File: config.mk
export PLATFORM = sky130hd
export DESIGN_NAME = linear_quadtree_cell_register
export DESIGN_NICKNAME = d
export VERILOG_FILES = /design/src/rtl/lqcr_pkg.sv /design/src/rtl/linear_quadtree_cell_register.sv /design/src/rtl/lqcr_node_find.sv
export VERILOG_INCLUDE_DIRS = /design/src /design/src/rtl
export SDC_FILE = /design/constraint.sdc
export NUM_CORES = 1
export LEC_CHECK = 0
export ABC_AREA = 0
export BUFFER_PORTS_ARGS = -buffer_cell sky130_fd_sc_hd__buf_4
export CORE_MARGIN = 2
export CORE_UTILIZATION = 24
export DETAILED_ROUTE_END_ITERATION = 16
export GPL_TIMING_DRIVEN = 0
export SLEW_MARGIN = 20
export SYNTH_ARGS = -nofsm -noshare
export SYNTH_HDL_FRONTEND = slang
export SYNTH_SLANG_ARGS = --single-unit
File: constraint.sdc
create_clock -name clk -period 7.2 [get_ports clk]
set_input_delay 2.16 -clock clk [delete_from_list [all_inputs] [get_ports clk]]
set_output_delay 2.16 -clock clk [all_outputs]
set_load 0.1 [all_outputs]
File: src/rtl/linear_quadtree_cell_register_assert.svh
// Assertion macros for the linear quadtree cell register.
`ifndef LINEAR_QUADTREE_CELL_REGISTER_ASSERT_SVH
`define LINEAR_QUADTREE_CELL_REGISTER_ASSERT_SVH

`ifndef SYNTHESIS
// Same-cycle implication, disabled in reset.
`define LQCR_ASSERT_NOW(label, cond, expr) \
    label: assert property (@(posedge clk) disable iff (!rst_n) (cond) |-> (expr)) \
        else $error("lqcr assertion failed");
// Next-cycle implication, disabled in reset.
`define LQCR_ASSERT_NEXT(label, cond, expr) \
    label: assert property (@(posedge clk) disable iff (!rst_n) (cond) |=> (expr)) \
        else $error("lqcr assertion failed");
`else
`define LQCR_ASSERT_NOW(label, cond, expr)
`define LQCR_ASSERT_NEXT(label, cond, expr)
`endif

`endif

File: src/rtl/lqcr_pkg.sv
// Types, constants and helper functions for the linear quadtree cell register.
package lqcr_pkg;

    localparam int COORD_W           = 8;
    localparam int CODE_W            = 2 * COORD_W;
    localparam int PAIRS             = COORD_W;
    localparam int PAIR_IDX_W        = $clog2(PAIRS);
    localparam int INDEX_W           = 17;
    localparam int LEVEL_W           = 4;
    localparam int MASK_W            = 4;
    localparam int DEPTH_W           = 4;
    localparam int MAX_DEPTH_DEFAULT = 8;

    localparam logic [DEPTH_W-1:0] DEPTH_RESET = 4'd8;

    localparam logic [MASK_W-1:0] QUAD_ALL    = 4'b1111;
    localparam logic [MASK_W-1:0] QUAD_X_LOW  = 4'b0101;
    localparam logic [MASK_W-1:0] QUAD_X_HIGH = 4'b1010;
    localparam logic [MASK_W-1:0] QUAD_Z_LOW  = 4'b0011;
    localparam logic [MASK_W-1:0] QUAD_Z_HIGH = 4'b1100;
    localparam logic [1:0]        PAIR_NONE   = 2'b00;

    typedef struct packed {
        logic [COORD_W-1:0] min_cell_x;
        logic [COORD_W-1:0] min_cell_z;
        logic [COORD_W-1:0] max_cell_x;
        logic [COORD_W-1:0] max_cell_z;
    } lqcr_box_t;

    typedef struct packed {
        logic               accepted;
        logic [INDEX_W-1:0] node_index;
        logic [LEVEL_W-1:0] node_level;
        logic [MASK_W-1:0]  quadrant_mask;
    } lqcr_node_t;

    // Place coordinate bits on even positions.
    function automatic logic [CODE_W-1:0] spread_bits(input logic [COORD_W-1:0] v);
        logic [CODE_W-1:0] r;
        r = '0;
        for (int i = 0; i < COORD_W; i++)
        begin
            r[2*i] = v[i];
        end
        return r;
    endfunction

    // First linear index of a level, (4^lv - 1) / 3, kept to INDEX_W bits.
    function automatic logic [INDEX_W-1:0] level_start(input logic [LEVEL_W-1:0] lv);
        logic [INDEX_W-1:0] s;
        unique case (lv)
            4'd0:    s = 17'd0;
            4'd1:    s = 17'd1;
            4'd2:    s = 17'd5;
            4'd3:    s = 17'd21;
            4'd4:    s = 17'd85;
            4'd5:    s = 17'd341;
            4'd6:    s = 17'd1365;
            4'd7:    s = 17'd5461;
            4'd8:    s = 17'd21845;
            default: s = 17'd87381;
        endcase
        return s;
    endfunction

endpackage

File: src/rtl/linear_quadtree_cell_register.sv
// Top level of the linear quadtree cell register.
// box_reg holds a taken box, node_reg then its node; done is high one cycle per node.
// Throughput: one box per cycle; busy stays low, the two-register pipeline never stalls.
// The depth of the path is the Morton prefix search plus the 17-bit index add.
// Reset clears both valid flags and sets depth_reg to 8.
`include "linear_quadtree_cell_register_assert.svh"

module linear_quadtree_cell_register #(
    parameter int MAX_DEPTH = lqcr_pkg::MAX_DEPTH_DEFAULT
) (
    input  logic                         clk,
    input  logic                         rst_n,
    input  logic                         start,
    output logic                         busy,
    input  lqcr_pkg::lqcr_box_t          box,
    input  logic                         cfg_wr_en,
    input  logic [lqcr_pkg::DEPTH_W-1:0] cfg_wr_data,
    output logic                         done,
    output lqcr_pkg::lqcr_node_t         node
);
    import lqcr_pkg::*;

    logic               take;
    logic               in_valid_reg;
    logic               in_valid_next;
    lqcr_box_t          box_reg;
    logic [DEPTH_W-1:0] depth_reg;
    logic [DEPTH_W-1:0] depth_next;
    logic               done_reg;
    logic               done_next;
    lqcr_node_t         node_reg;
    lqcr_node_t         node_next;

    assign busy          = 1'b0;
    assign take          = start && !busy;
    assign in_valid_next = take;
    assign done_next     = in_valid_reg;
    assign depth_next    = cfg_wr_en ? cfg_wr_data : depth_reg;

    lqcr_node_find #(
        .MAX_DEPTH(MAX_DEPTH)
    ) u_node_find (
        .depth(depth_reg),
        .box  (box_reg),
        .node (node_next)
    );

    always_ff @(posedge clk or negedge rst_n)
    begin
        if (!rst_n)
        begin
            in_valid_reg <= 1'b0;
            done_reg     <= 1'b0;
            depth_reg    <= DEPTH_RESET;
        end
        else
        begin
            in_valid_reg <= in_valid_next;
            done_reg     <= done_next;
            depth_reg    <= depth_next;
        end
    end

    always_ff @(posedge clk)
    begin
        if (take)
        begin
            box_reg <= box;
        end
        if (in_valid_reg)
        begin
            node_reg <= node_next;
        end
    end

    assign done = done_reg;
    assign node = node_reg;

    `LQCR_ASSERT_NEXT(a_take_loads, take, in_valid_reg)
    `LQCR_ASSERT_NEXT(a_pipe_delivers, in_valid_reg, done)
    `LQCR_ASSERT_NOW(a_reject_zero, done && !node.accepted, node == '0)
    `LQCR_ASSERT_NOW(a_level_cap, done && node.accepted, node.node_level <= LEVEL_W'(MAX_DEPTH))

endmodule

File: src/rtl/lqcr_node_find.sv
// Morton interleave, common-prefix search and node/quadrant derivation for one box.
module lqcr_node_find #(
    parameter int MAX_DEPTH = lqcr_pkg::MAX_DEPTH_DEFAULT
) (
    input  logic [lqcr_pkg::DEPTH_W-1:0] depth,
    input  lqcr_pkg::lqcr_box_t          box,
    output lqcr_pkg::lqcr_node_t         node
);
    import lqcr_pkg::*;

    localparam logic [DEPTH_W-1:0] DEPTH_CAP = DEPTH_W'(MAX_DEPTH);

    logic [DEPTH_W-1:0]    depth_eff;
    logic                  in_range;
    logic [CODE_W-1:0]     code_min;
    logic [CODE_W-1:0]     code_max;
    logic [CODE_W-1:0]     diff;
    logic [LEVEL_W-1:0]    shift;
    logic [LEVEL_W-1:0]    level;
    logic [PAIR_IDX_W-1:0] pair_sel;
    logic [1:0]            pmin;
    logic [1:0]            pmax_inv;
    logic [MASK_W-1:0]     mask;
    logic [INDEX_W-1:0]    index;

    assign depth_eff = (depth > DEPTH_CAP) ? DEPTH_CAP : depth;

    assign in_range = ((box.min_cell_x >> depth_eff) == '0)
                   && ((box.min_cell_z >> depth_eff) == '0)
                   && ((box.max_cell_x >> depth_eff) == '0)
                   && ((box.max_cell_z >> depth_eff) == '0);

    assign code_min = spread_bits(box.min_cell_x) | (spread_bits(box.min_cell_z) << 1);
    assign code_max = spread_bits(box.max_cell_x) | (spread_bits(box.max_cell_z) << 1);
    assign diff     = code_min ^ code_max;

    // Highest differing pair, counted from 1; 0 when codes match.
    always_comb
    begin
        shift = '0;
        for (int i = 0; i < PAIRS; i++)
        begin
            if (diff[2*i +: 2] != PAIR_NONE)
            begin
                shift = LEVEL_W'(i + 1);
            end
        end
    end

    assign level    = depth_eff - shift;
    assign pair_sel = PAIR_IDX_W'(shift - 4'd1);
    assign pmin     = code_min[2*pair_sel +: 2];
    assign pmax_inv = ~code_max[2*pair_sel +: 2];

    always_comb
    begin
        mask = QUAD_ALL;
        if (shift != '0)
        begin
            if (pmin[0])
            begin
                mask = mask & ~QUAD_X_LOW;
            end
            if (pmax_inv[0])
            begin
                mask = mask & ~QUAD_X_HIGH;
            end
            if (pmin[1])
            begin
                mask = mask & ~QUAD_Z_LOW;
            end
            if (pmax_inv[1])
            begin
                mask = mask & ~QUAD_Z_HIGH;
            end
        end
    end

    assign index = INDEX_W'(code_min >> {shift, 1'b0}) + level_start(level);

    always_comb
    begin
        if (in_range)
        begin
            node.accepted      = 1'b1;
            node.node_index    = index;
            node.node_level    = level;
            node.quadrant_mask = mask;
        end
        else
        begin
            node = '0;
        end
    end

endmodule
==> results of run 1 <==
==> final timing paths <==
check,endpoint,cells past startpoint,start,slack (ns)
worst max-delay path,node[15]$_SDFFCE_PN0P_,19,box_reg[29]$_DFFE_PP_,2.02
worst min-delay path,depth_reg[1]$_DFFE_PN0P_,1,depth_reg[1]$_DFFE_PN0P_,0.59
worst max register to register,node[15]$_SDFFCE_PN0P_,19,box_reg[29]$_DFFE_PP_,2.02
worst min register to register,depth_reg[1]$_DFFE_PN0P_,1,depth_reg[1]$_DFFE_PN0P_,0.59
max in group asynchronous,depth_reg[3]$_DFFE_PN1P_,1,rst_n,5.39
min in group asynchronous,done$_DFF_PN0_,1,rst_n,1.61
==> routing by layer <==
metal / vias to the layer above / share of wire, % / track usage [%]
met1: 1657 / 47 / 16.9
met4: 0 / 2.5 / 5.74
met3: 21 / 6.0 / 3.28
li1: 1759 / - / -
met5: - / 0 / 0
met2: 120 / 45 / 19.6
==> synth_stat cells, types with 5 or more instances <==
cell type,instances
o211ai_1,6
edfxtp_1,58
mux2_2,6
xor2_1,6
ha_1,14
nor3_1,9
inv_1,16
o21ai_0,17
mux2i_1,12
nand2b_1,7
nor4_1,6
a31oi_1,5
and2_1,8
dfrtp_1,5
nor2_1,33
xnor2_1,18
nand3_1,10
a211oi_1,5
nand2_1,50
mux4_2,7
a21oi_1,18
==> cell families (layout without fill, tap and decap cells) <==
family,after synthesis,in the layout,synth area share (%)
mux,28,28,9.00
fa+ha+maj,15,15,4.38
flops,64,64,42.4
compound gates,101,101,16.4
other cells,1,1,0.0841
buf+inv,33,115,3.95
xor+xnor,26,26,5.69
simple gates,158,158,18.1
==> report_power, final <==
group          internal, mW  switching (mW)
registers             0.460          0.0310
clock network         0.269           0.163
logic                 0.211           0.434
total                 0.940           0.628
==> placed cells by master, fill, tap and decap left out, types with 10 or more instances in the layout <==
master / instances
nor2_1: 33
edfxtp_1: 58
xnor2_1: 18
a21oi_1: 18
nand3_1: 10
buf_4: 70
nand2_1: 50
inv_1: 16
ha_1: 14
mux2i_1: 12
o21ai_0: 17
==> layout make-up <==
type	count	area, sq um	share of cell area (%)
Inverter	17	63.8	1.15
Clock inverter	6	70.1	1.26
Clock buffer	10	229	4.13
Timing Repair Buffer	66	495	8.94
Buffer	16	113	2.03
Tap cell	229	287	5.17
Sequential cell	64	1890	34.2
Multi-Input combinational cell	329	2390	43.1
==> impl_metrics.tcl, run 1 <==
set metrics [dict create \
    synth_edf_count 58 \
    io_buffers 66 \
    finalNonFillerCells 737 \
    synthArstFlopShare_pct 9.38 \
    grt_overflow 0 \
    start_util_pct 24.7 \
    areaGrowthSynthToFinish_pct 24.3 \
    num_rows 49 \
    crit_family "compound AO/OA/AOI/OAI gates" \
    power_leakage_nw 2.15 \
    clockBufferDepth 2 \
    cp.required_ns 7.28 \
    placedInstanceArea_sq_um 5240 \
    synthCells 426 \
    worstPathCellList "xor2_2 > or2_2 > a311o_1 > buf_4 > nand2_4 > buf_2 > ha_1 > a21o_1 > a21oi_1 > xnor2_1 > and2_1 > nand2_1 > ha_1 > nand2_1 > o311ai_0 > o211a_1 > o21bai_1 > xnor2_1 > nor2_1" \
    final_area_sq_um 5540 \
    ctsResizeCount 0 \
    max_clock_freq_ghz 0.193 \
    synth_area_sq_um 4460 \
    cts_buffers 9 \
    clk_pin_slew_worst_paths_ns 0.06 \
    drc_errors 0 \
    vias_per_cell 4.83 \
    die_h_um 140 \
    drv_slew 0 \
    hold_class "flip-flop to flip-flop" \
    cpPeakStageDelay_ns 0.55 \
    yosys_register_bits 64 \
    dr.pass1.iters 4 \
    path_buf_inv 2 \
    rsz0062_at_grt "false" \
    end_kind "flip-flop" \
    drive_above_1_share_pct 27.0 \
    start_kind "flip-flop" \
    worstMarginPinSlew_ns 0.933 \
    cap_violations 0 \
    cp_data_arrival_time_ns 5.26 \
    outcome "finished clean" \
    synth.top_cell.area_share_pct 39.0 \
    timing.hold.ws_ns 0.585 \
    yosysWarningCount 0 \
    grt_pass1_wl_um 19300 \
    synth_cell_types 83 \
    drtAntennaViolNets 0 \
    fin_tns_setup_ns 0 \
    fin_skew_ns 0.00803 \
    period_share_pct 72.0 \
    cp_slowest_cell "o311ai_0" \
    pin_count 68 \
    wl_um 12000 \
    htreeDepth 3 \
    synth_flop_cell "edfxtp_1" \
    ctsRootBufferMaster "clkbuf_16" \
    insertedDiodeCount 0 \
    clock_latency_ns 0.34 \
    place_ws_ns 2.11 \
    setup_slack_ns 2.02 \
    ir_worst_vdd_v 0.000142 \
    avgSynthCellArea_sq_um 10.5 \
    power_mw 1.57 \
    slew_headroom_pct 37.5 \
    p_per_area_nw_per_um2 283 \
    synth_top_area_cell "edfxtp_1" \
    synth_nets 481 \
    gp_congestion 0.884 \
    dieArea_sq_um 19700 \
    synth-seq-area-share_pct 42.4 \
    grt_pass1_vias 3568 \
    hold_viol 0 \
    largest_register_ffs 32 \
    grt_usage_pct 12.7 \
    die_w_um 140 \
    ctsHoldBuffers 0 \
    placed_cells 721 \
    synthTopCellsByArea "edfxtp_1 (39%), nand2_1 (4.2%), ha_1 (3.9%)" \
    dpl.hpwl_um 9530 \
    grt_start_max_net_pins 34 \
    worstSetupPathType "flip-flop to flip-flop" \
    drtIter0Drc 187 \
    nNetsFinal 558 \
    cts_tree "built" \
    vias 3557 \
    cts.sinks 64 \
    antenna_found_initial 0 \
    fillers 1867 \
    wl_per_cell_um 16.2 \
    post_cts_buffers 0 \
    cp_max_fo 12 \
    fin_crit_ns 5.18 \
    coreArea_sq_um 18100 \
    setup_viol 0 \
    postLayoutCoreUtil_pct 30.6 \
]
(Power assumes the default switching activity.)
==> run 2: changes to the inputs <==
==> constraint.sdc (replaced) <==
create_clock -name clk -period 4.6 [get_ports clk]
set_input_delay 1.38 -clock clk [delete_from_list [all_inputs] [get_ports clk]]
set_output_delay 1.38 -clock clk [all_outputs]
set_load 0.1 [all_outputs]
==> run 2 against run 1 <==
  * Critical path depth unchanged
  * Count of clock-buffer cells in the layout unchanged
  * Clock skew about the same
  * Die area unchanged
  * Global-route usage grew 0.14 points
  * Non-clock buffer count grew 19
  * Largest power group unchanged
==> impl_metrics.tcl, run 2 (synthesis results as in run 1) <==
set metrics [dict create \
    cpPeakStageDelay_ns 0.39 \
    period_share_pct 95.9 \
    p_comb_share_pct 44.7 \
    wl_um 12400 \
    ir_worst_vdd_v 0.000233 \
    outcome "finished clean" \
    placed_cells 721 \
    layout_common_cells "buf_4 (89), edfxtp_1 (58), nand2_1 (48), nor2_1 (32)" \
    switching_share_pct 39.8 \
    end_kind "flip-flop" \
    slew_headroom_pct 36.2 \
    dieArea_sq_um 19700 \
    grt_pass1_vias 3616 \
    cap_violations 0 \
    nNetsFinal 577 \
    fin_skew_ns 0.00757 \
    hold_end "depth_reg[1]$_DFFE_PN0P_" \
    dpl.hpwl_um 9530 \
    insertedDiodeCount 0 \
    holdPathStages 1 \
    num_rows 49 \
    cp_max_fo 12 \
    grt_overflow 0 \
    worstSetupPathType "flip-flop to flip-flop" \
    dr.pass1.iters 4 \
    clk_pin_slew_worst_paths_ns 0.06 \
    r2r-start "box_reg[21]$_DFFE_PP_" \
    worstMarginPinSlew_ns 0.952 \
    coreArea_sq_um 18100 \
    vias_per_cell 4.83 \
    drc_errors 0 \
    pwr-share-seq_pct 29.4 \
    cts_buffers 9 \
    clock_latency_ns 0.35 \
    r2r_cells 19 \
    drive_above_1_share_pct 35.5 \
    pin_count 68 \
    setup_viol 0 \
    cts.sinks 64 \
    ctsRootBufferMaster "clkbuf_16" \
    worstPathCellList "buf_6 > xor2_4 > or2_2 > a311o_1 > buf_6 > nand2_8 > buf_12 > ha_1 > a21o_1 > a21oi_2 > xnor2_2 > buf_4 > o21ai_0 > ha_1 > o2111ai_2 > nor2_2 > o211ai_4 > o21ai_2 > mux2_4" \
    largest_register_ffs 32 \
    ctsHoldBuffers 0 \
    clockBufferDepth 2 \
    cp_data_arrival_time_ns 4.51 \
    io_buffers 66 \
    die_w_um 140 \
    start_kind "flip-flop" \
    antenna_found_initial 0 \
    postLayoutCoreUtil_pct 32.6 \
    drv_slew 0 \
    pwr-share-clk_pct 25.9 \
    htreeDepth 3 \
    min_from "depth_reg[1]$_DFFE_PN0P_" \
    hold_class "flip-flop to flip-flop" \
    rsz0062_at_grt "true" \
    vias 3654 \
    p_sw_mw 1.04 \
    grt_pass1_wl_um 19400 \
    grt_start_max_net_pins 34 \
    start_util_pct 24.7 \
    finalNonFillerCells 756 \
    wl_per_cell_um 16.4 \
    p_per_area_nw_per_um2 441 \
    cts_tree "built" \
    drtIter0Drc 225 \
    max_clock_freq_ghz 0.227 \
    cp.required_ns 4.70 \
    r2r-end "node[23]$_SDFFCE_PN0P_" \
    timing.hold.ws_ns 0.585 \
    power_leakage_nw 2.30 \
    areaGrowthSynthToFinish_pct 32.3 \
    grt_usage_pct 12.9 \
    intPower_mw 1.57 \
    cp_slowest_cell "ha_1" \
    hold_viol 0 \
    gp_congestion 0.884 \
    drtAntennaViolNets 0 \
    die_h_um 140 \
    fin_crit_ns 4.41 \
    final_common_cell "buf_4" \
    r2r_slack_ns 0.19 \
]
==> run 2: changes by cell type in the layout (fill, tap and decap cells not counted), sizes merged <==
cell | previous run | this run
buf | 78 | 97
==> run 2: worst max path at each step <==
stage / cells after the start / slack [ns] / from / end
global placement: 20 / -0.46 / box_reg[29]$_DFFE_PP_ / node[23]$_SDFFCE_PN0P_
floorplan: 20 / 0.10 / box_reg[5]$_DFFE_PP_ / node[23]$_SDFFCE_PN0P_
CTS: 21 / 0.03 / box_reg[21]$_DFFE_PP_ / node[23]$_SDFFCE_PN0P_
detailed placement: 19 / -0.49 / box_reg[29]$_DFFE_PP_ / node[15]$_SDFFCE_PN0P_
finish: 19 / 0.19 / box_reg[21]$_DFFE_PP_ / node[23]$_SDFFCE_PN0P_
global route: 21 / -0.02 / box_reg[21]$_DFFE_PP_ / node[21]$_SDFFCE_PN0P_
==> run 2: area by class of cell <==
class                           count  area [sq um]
Buffer                             16           138
Inverter                           17          63.8
Multi-Input combinational cell    329          2580
Timing Repair Buffer               85           638
Clock buffer                       10           229
Clock inverter                      6          70.1
Sequential cell                    64          1890
Fill cell                        1848         12200
Tap cell                          229           287
==> run 2: what timing repair did <==
| action | 4_1_cts | 5_1_grt |
|---|---|---|
| pin swaps | 5 | 14 |
| gates resized for setup | 18 | 30 |
| setup endpoints to repair | 13 | 12 |
| buffers inserted | 6 | 13 |
==> run 2: metal layers <==
layer	GRT usage (%)	vias to the layer above	wire (um)
met4	5.58	0	299
met3	3.11	19	669
li1	-	1793	-
met2	20.1	106	5710
met1	17.0	1736	5710
met5	0	-	0
==> run 2: power groups by stage <==
stage               sequential (mW)  clock (mW)  combinational (mW)
finish                        0.766       0.675                1.16
global route                  0.774       0.721                1.25
global placement              0.781           0               0.997
CTS                           0.769       0.693                1.08
floorplan                      1.03           0               0.511
detailed placement            0.782           0                1.01
==> run 2: critical path, delay by kind of cell, from the launching register on <==
kind | cells | cell delay [ns]
AO/OA/AOI/OAI | 7 | 1.21
buffers and inverters | 4 | 0.64
AND/OR/NAND/NOR | 3 | 0.63
adder cells (fa/ha/maj) | 2 | 0.62
flip-flops | 1 | 0.38
XOR/XNOR | 2 | 0.37
multiplexers | 1 | 0.30
==> run 2: stage by stage <==
step | setup TNS, ns | total power [mW] | worst slack, ns | instance area (sq um)
final | 0 | 2.60 | 0.187 | 5900
after global routing | -0.0292 | 2.74 | -0.0174 | 5900
after CTS | 0 | 2.54 | 0.0348 | 5670
after detailed placement | -4.14 | 1.79 | -0.486 | 5240
after global placement | -3.88 | 1.78 | -0.457 | 5240
after floorplan | 0 | 1.54 | 0.104 | 4460
==> run 3: changes to the inputs <==
--- a/config.mk
+++ b/config.mk
@@ -12,6 +12,7 @@
 export CORE_UTILIZATION = 24
 export DETAILED_ROUTE_END_ITERATION = 16
 export GPL_TIMING_DRIVEN = 0
+export RECOVER_POWER = 50
 export SLEW_MARGIN = 20
 export SYNTH_ARGS = -nofsm -noshare
 export SYNTH_HDL_FRONTEND = slang
==> run 3 against run 2 <==
  * The flow now finishes with violations (capacitance limit, slew limit)
  * Power is essentially flat
  * Count of clock-buffer cells in the layout unchanged
  * Final area is 0.21% lower
  * Clock skew fell by 0.0013 ns
  * Largest cell class unchanged
  * Clock power about the same
  * Critical endpoint unchanged
  * Highest routed layer unchanged
  * Final cell count unchanged
  * Die area is the same
  * Hold slack worse by 0.0047 ns
  * Combinational power about the same
  * Wire length about the same
  * Sequential power hardly changed
  * Non-clock buffer count did not move
==> impl_metrics.tcl, run 3 (synthesis results as in run 1) <==
set metrics [dict create \
    path_depth 19 \
    wl_met2_um 5770 \
    clk_pin_slew_worst_paths_ns 0.06 \
    hold_viol 0 \
    grt_pass1_wl_um 19400 \
    antenna_found_initial 0 \
    cts_buffers 9 \
    num_rows 49 \
    vias_per_cell 4.85 \
    start_kind "flip-flop" \
    clockBufferDepth 2 \
    slew_headroom_pct -13.8 \
    layout_common_cells "edfxtp_1 (58), buf_4 (54), nand2_1 (48), clkbuf_4 (33), nor2_1 (32)" \
    dpl.hpwl_um 9530 \
    crit_family "compound AO/OA/AOI/OAI gates" \
    pin_count 68 \
    postLayoutCoreUtil_pct 32.6 \
    ctsRootBufferMaster "clkbuf_16" \
    drv_slew 34 \
    cp.required_ns 4.70 \
    vias 3666 \
    wl_um 12400 \
    fin_tns_setup_ns 0 \
    period_share_pct 95.7 \
    cts_tree "built" \
    min_from "depth_reg[1]$_DFFE_PN0P_" \
    drtIter0Drc 220 \
    hold_end "depth_reg[1]$_DFFE_PN0P_" \
    cp_data_arrival_time_ns 4.50 \
    dieArea_sq_um 19700 \
    top_layer_used "met4" \
    io_buffers 66 \
    grt_overflow 0 \
    start_util_pct 24.7 \
    fin_crit_ns 4.40 \
    die_h_um 140 \
    end_kind "flip-flop" \
    p_per_area_nw_per_um2 442 \
    outcome "finished with violations" \
    grt_pass1_vias 3616 \
    max_clock_freq_ghz 0.227 \
    dr.pass1.iters 4 \
    cts.sinks 64 \
    coreArea_sq_um 18100 \
    holdPathStages 1 \
    wl_per_cell_um 16.4 \
    violations "capacitance limit, slew limit" \
    drc_errors 0 \
    hold_class "flip-flop to flip-flop" \
    nNetsFinal 577 \
    cap_violations 1 \
    r2r_cells 19 \
    met3_length_um 573 \
    drtAntennaViolNets 0 \
    final_common_cell "edfxtp_1" \
    ir_worst_vdd_v 0.000233 \
    cp_slowest_cell "ha_1" \
    setup_viol 0 \
    worstPathCellList "buf_6 > xor2_4 > or2_2 > a311o_1 > buf_6 > nand2_8 > buf_12 > ha_1 > a21o_1 > a21oi_2 > xnor2_2 > buf_4 > o21ai_0 > ha_1 > o2111ai_2 > nor2_2 > o211ai_4 > o21ai_2 > mux2_4" \
    m1WireLength_um 5780 \
    r2r_slack_ns 0.20 \
    largest_register_ffs 32 \
    htreeDepth 3 \
    clock_latency_ns 0.34 \
    r2r-start "box_reg[21]$_DFFE_PP_" \
    cpPeakStageDelay_ns 0.39 \
    power_leakage_nw 2.28 \
    grt_usage_pct 12.9 \
    rsz0062_at_grt "true" \
    fin_skew_ns 0.00630 \
    r2r-end "node[23]$_SDFFCE_PN0P_" \
    cp_max_fo 12 \
    gp_congestion 0.884 \
    path_buf_inv 4 \
    worstMarginPinSlew_ns 1.71 \
    insertedDiodeCount 0 \
    worstSetupPathType "flip-flop to flip-flop" \
    drive_above_1_share_pct 34.5 \
    die_w_um 140 \
    grt_start_max_net_pins 34 \
    areaGrowthSynthToFinish_pct 32.1 \
]
-- run 3: cell count changes in the layout (fill, tap and decap cells not counted), sizes merged --
cell    change
buf        -35
clkbuf     +35
-- run 3: final cells by class --
| class | count | area [sq um] |
|---|---|---|
| multi-input cells | 329 | 2580 |
| clock buffers | 10 | 229 |
| inverters | 17 | 63.8 |
| well taps | 229 | 287 |
| repair buffers | 85 | 627 |
| flip-flops and latches | 64 | 1890 |
| clock inverters | 6 | 70.1 |
| plain buffers | 16 | 138 |
| fillers | 1847 | 12200 |
-- run 3: worst max path at each step --
stage / slack [ns] / start / endpoint
finish: 0.20 / box_reg[21]$_DFFE_PP_ / node[23]$_SDFFCE_PN0P_
global route: -0.02 / box_reg[21]$_DFFE_PP_ / node[21]$_SDFFCE_PN0P_
CTS: 0.03 / box_reg[21]$_DFFE_PP_ / node[23]$_SDFFCE_PN0P_
detailed placement: -0.49 / box_reg[29]$_DFFE_PP_ / node[15]$_SDFFCE_PN0P_
global placement: -0.46 / box_reg[29]$_DFFE_PP_ / node[23]$_SDFFCE_PN0P_
floorplan: 0.10 / box_reg[5]$_DFFE_PP_ / node[23]$_SDFFCE_PN0P_
-- run 3: routing by layer --
| metal | GRT usage, % | vias up |
|---|---|---|
| met5 | 0 | - |
| met3 | 3.11 | 18 |
| li1 | - | 1792 |
| met2 | 20.1 | 96 |
| met4 | 5.58 | 0 |
| met1 | 17.0 | 1760 |
-- run 3: per-stage QoR --
step                instances  instance area (sq um)  hold WS (ns)  worst slack [ns]  total power [mW]
finish                    756                   5890         0.580             0.197              2.60
detailed placement        721                   5240         0.585            -0.486              1.79
floorplan                 426                   4460         0.518             0.104              1.54
global route              756                   5890         0.606           -0.0174              2.74
CTS                       743                   5670         0.597            0.0348              2.54
global placement          721                   5240         0.592            -0.457              1.78
-- run 3: timing repair --
item | in CTS | in global routing
setup endpoints to repair | 13 | 12
hold buffers | 0 | 0
buffers inserted | 6 | 13
gates resized for setup | 18 | 30
pin swaps | 5 | 14
-- run 3: power breakdown --
part	total [mW]	switching (mW)	internal (mW)
Combinational	1.16	0.736	0.425
Clock	0.674	0.254	0.420
Sequential	0.766	0.0460	0.720
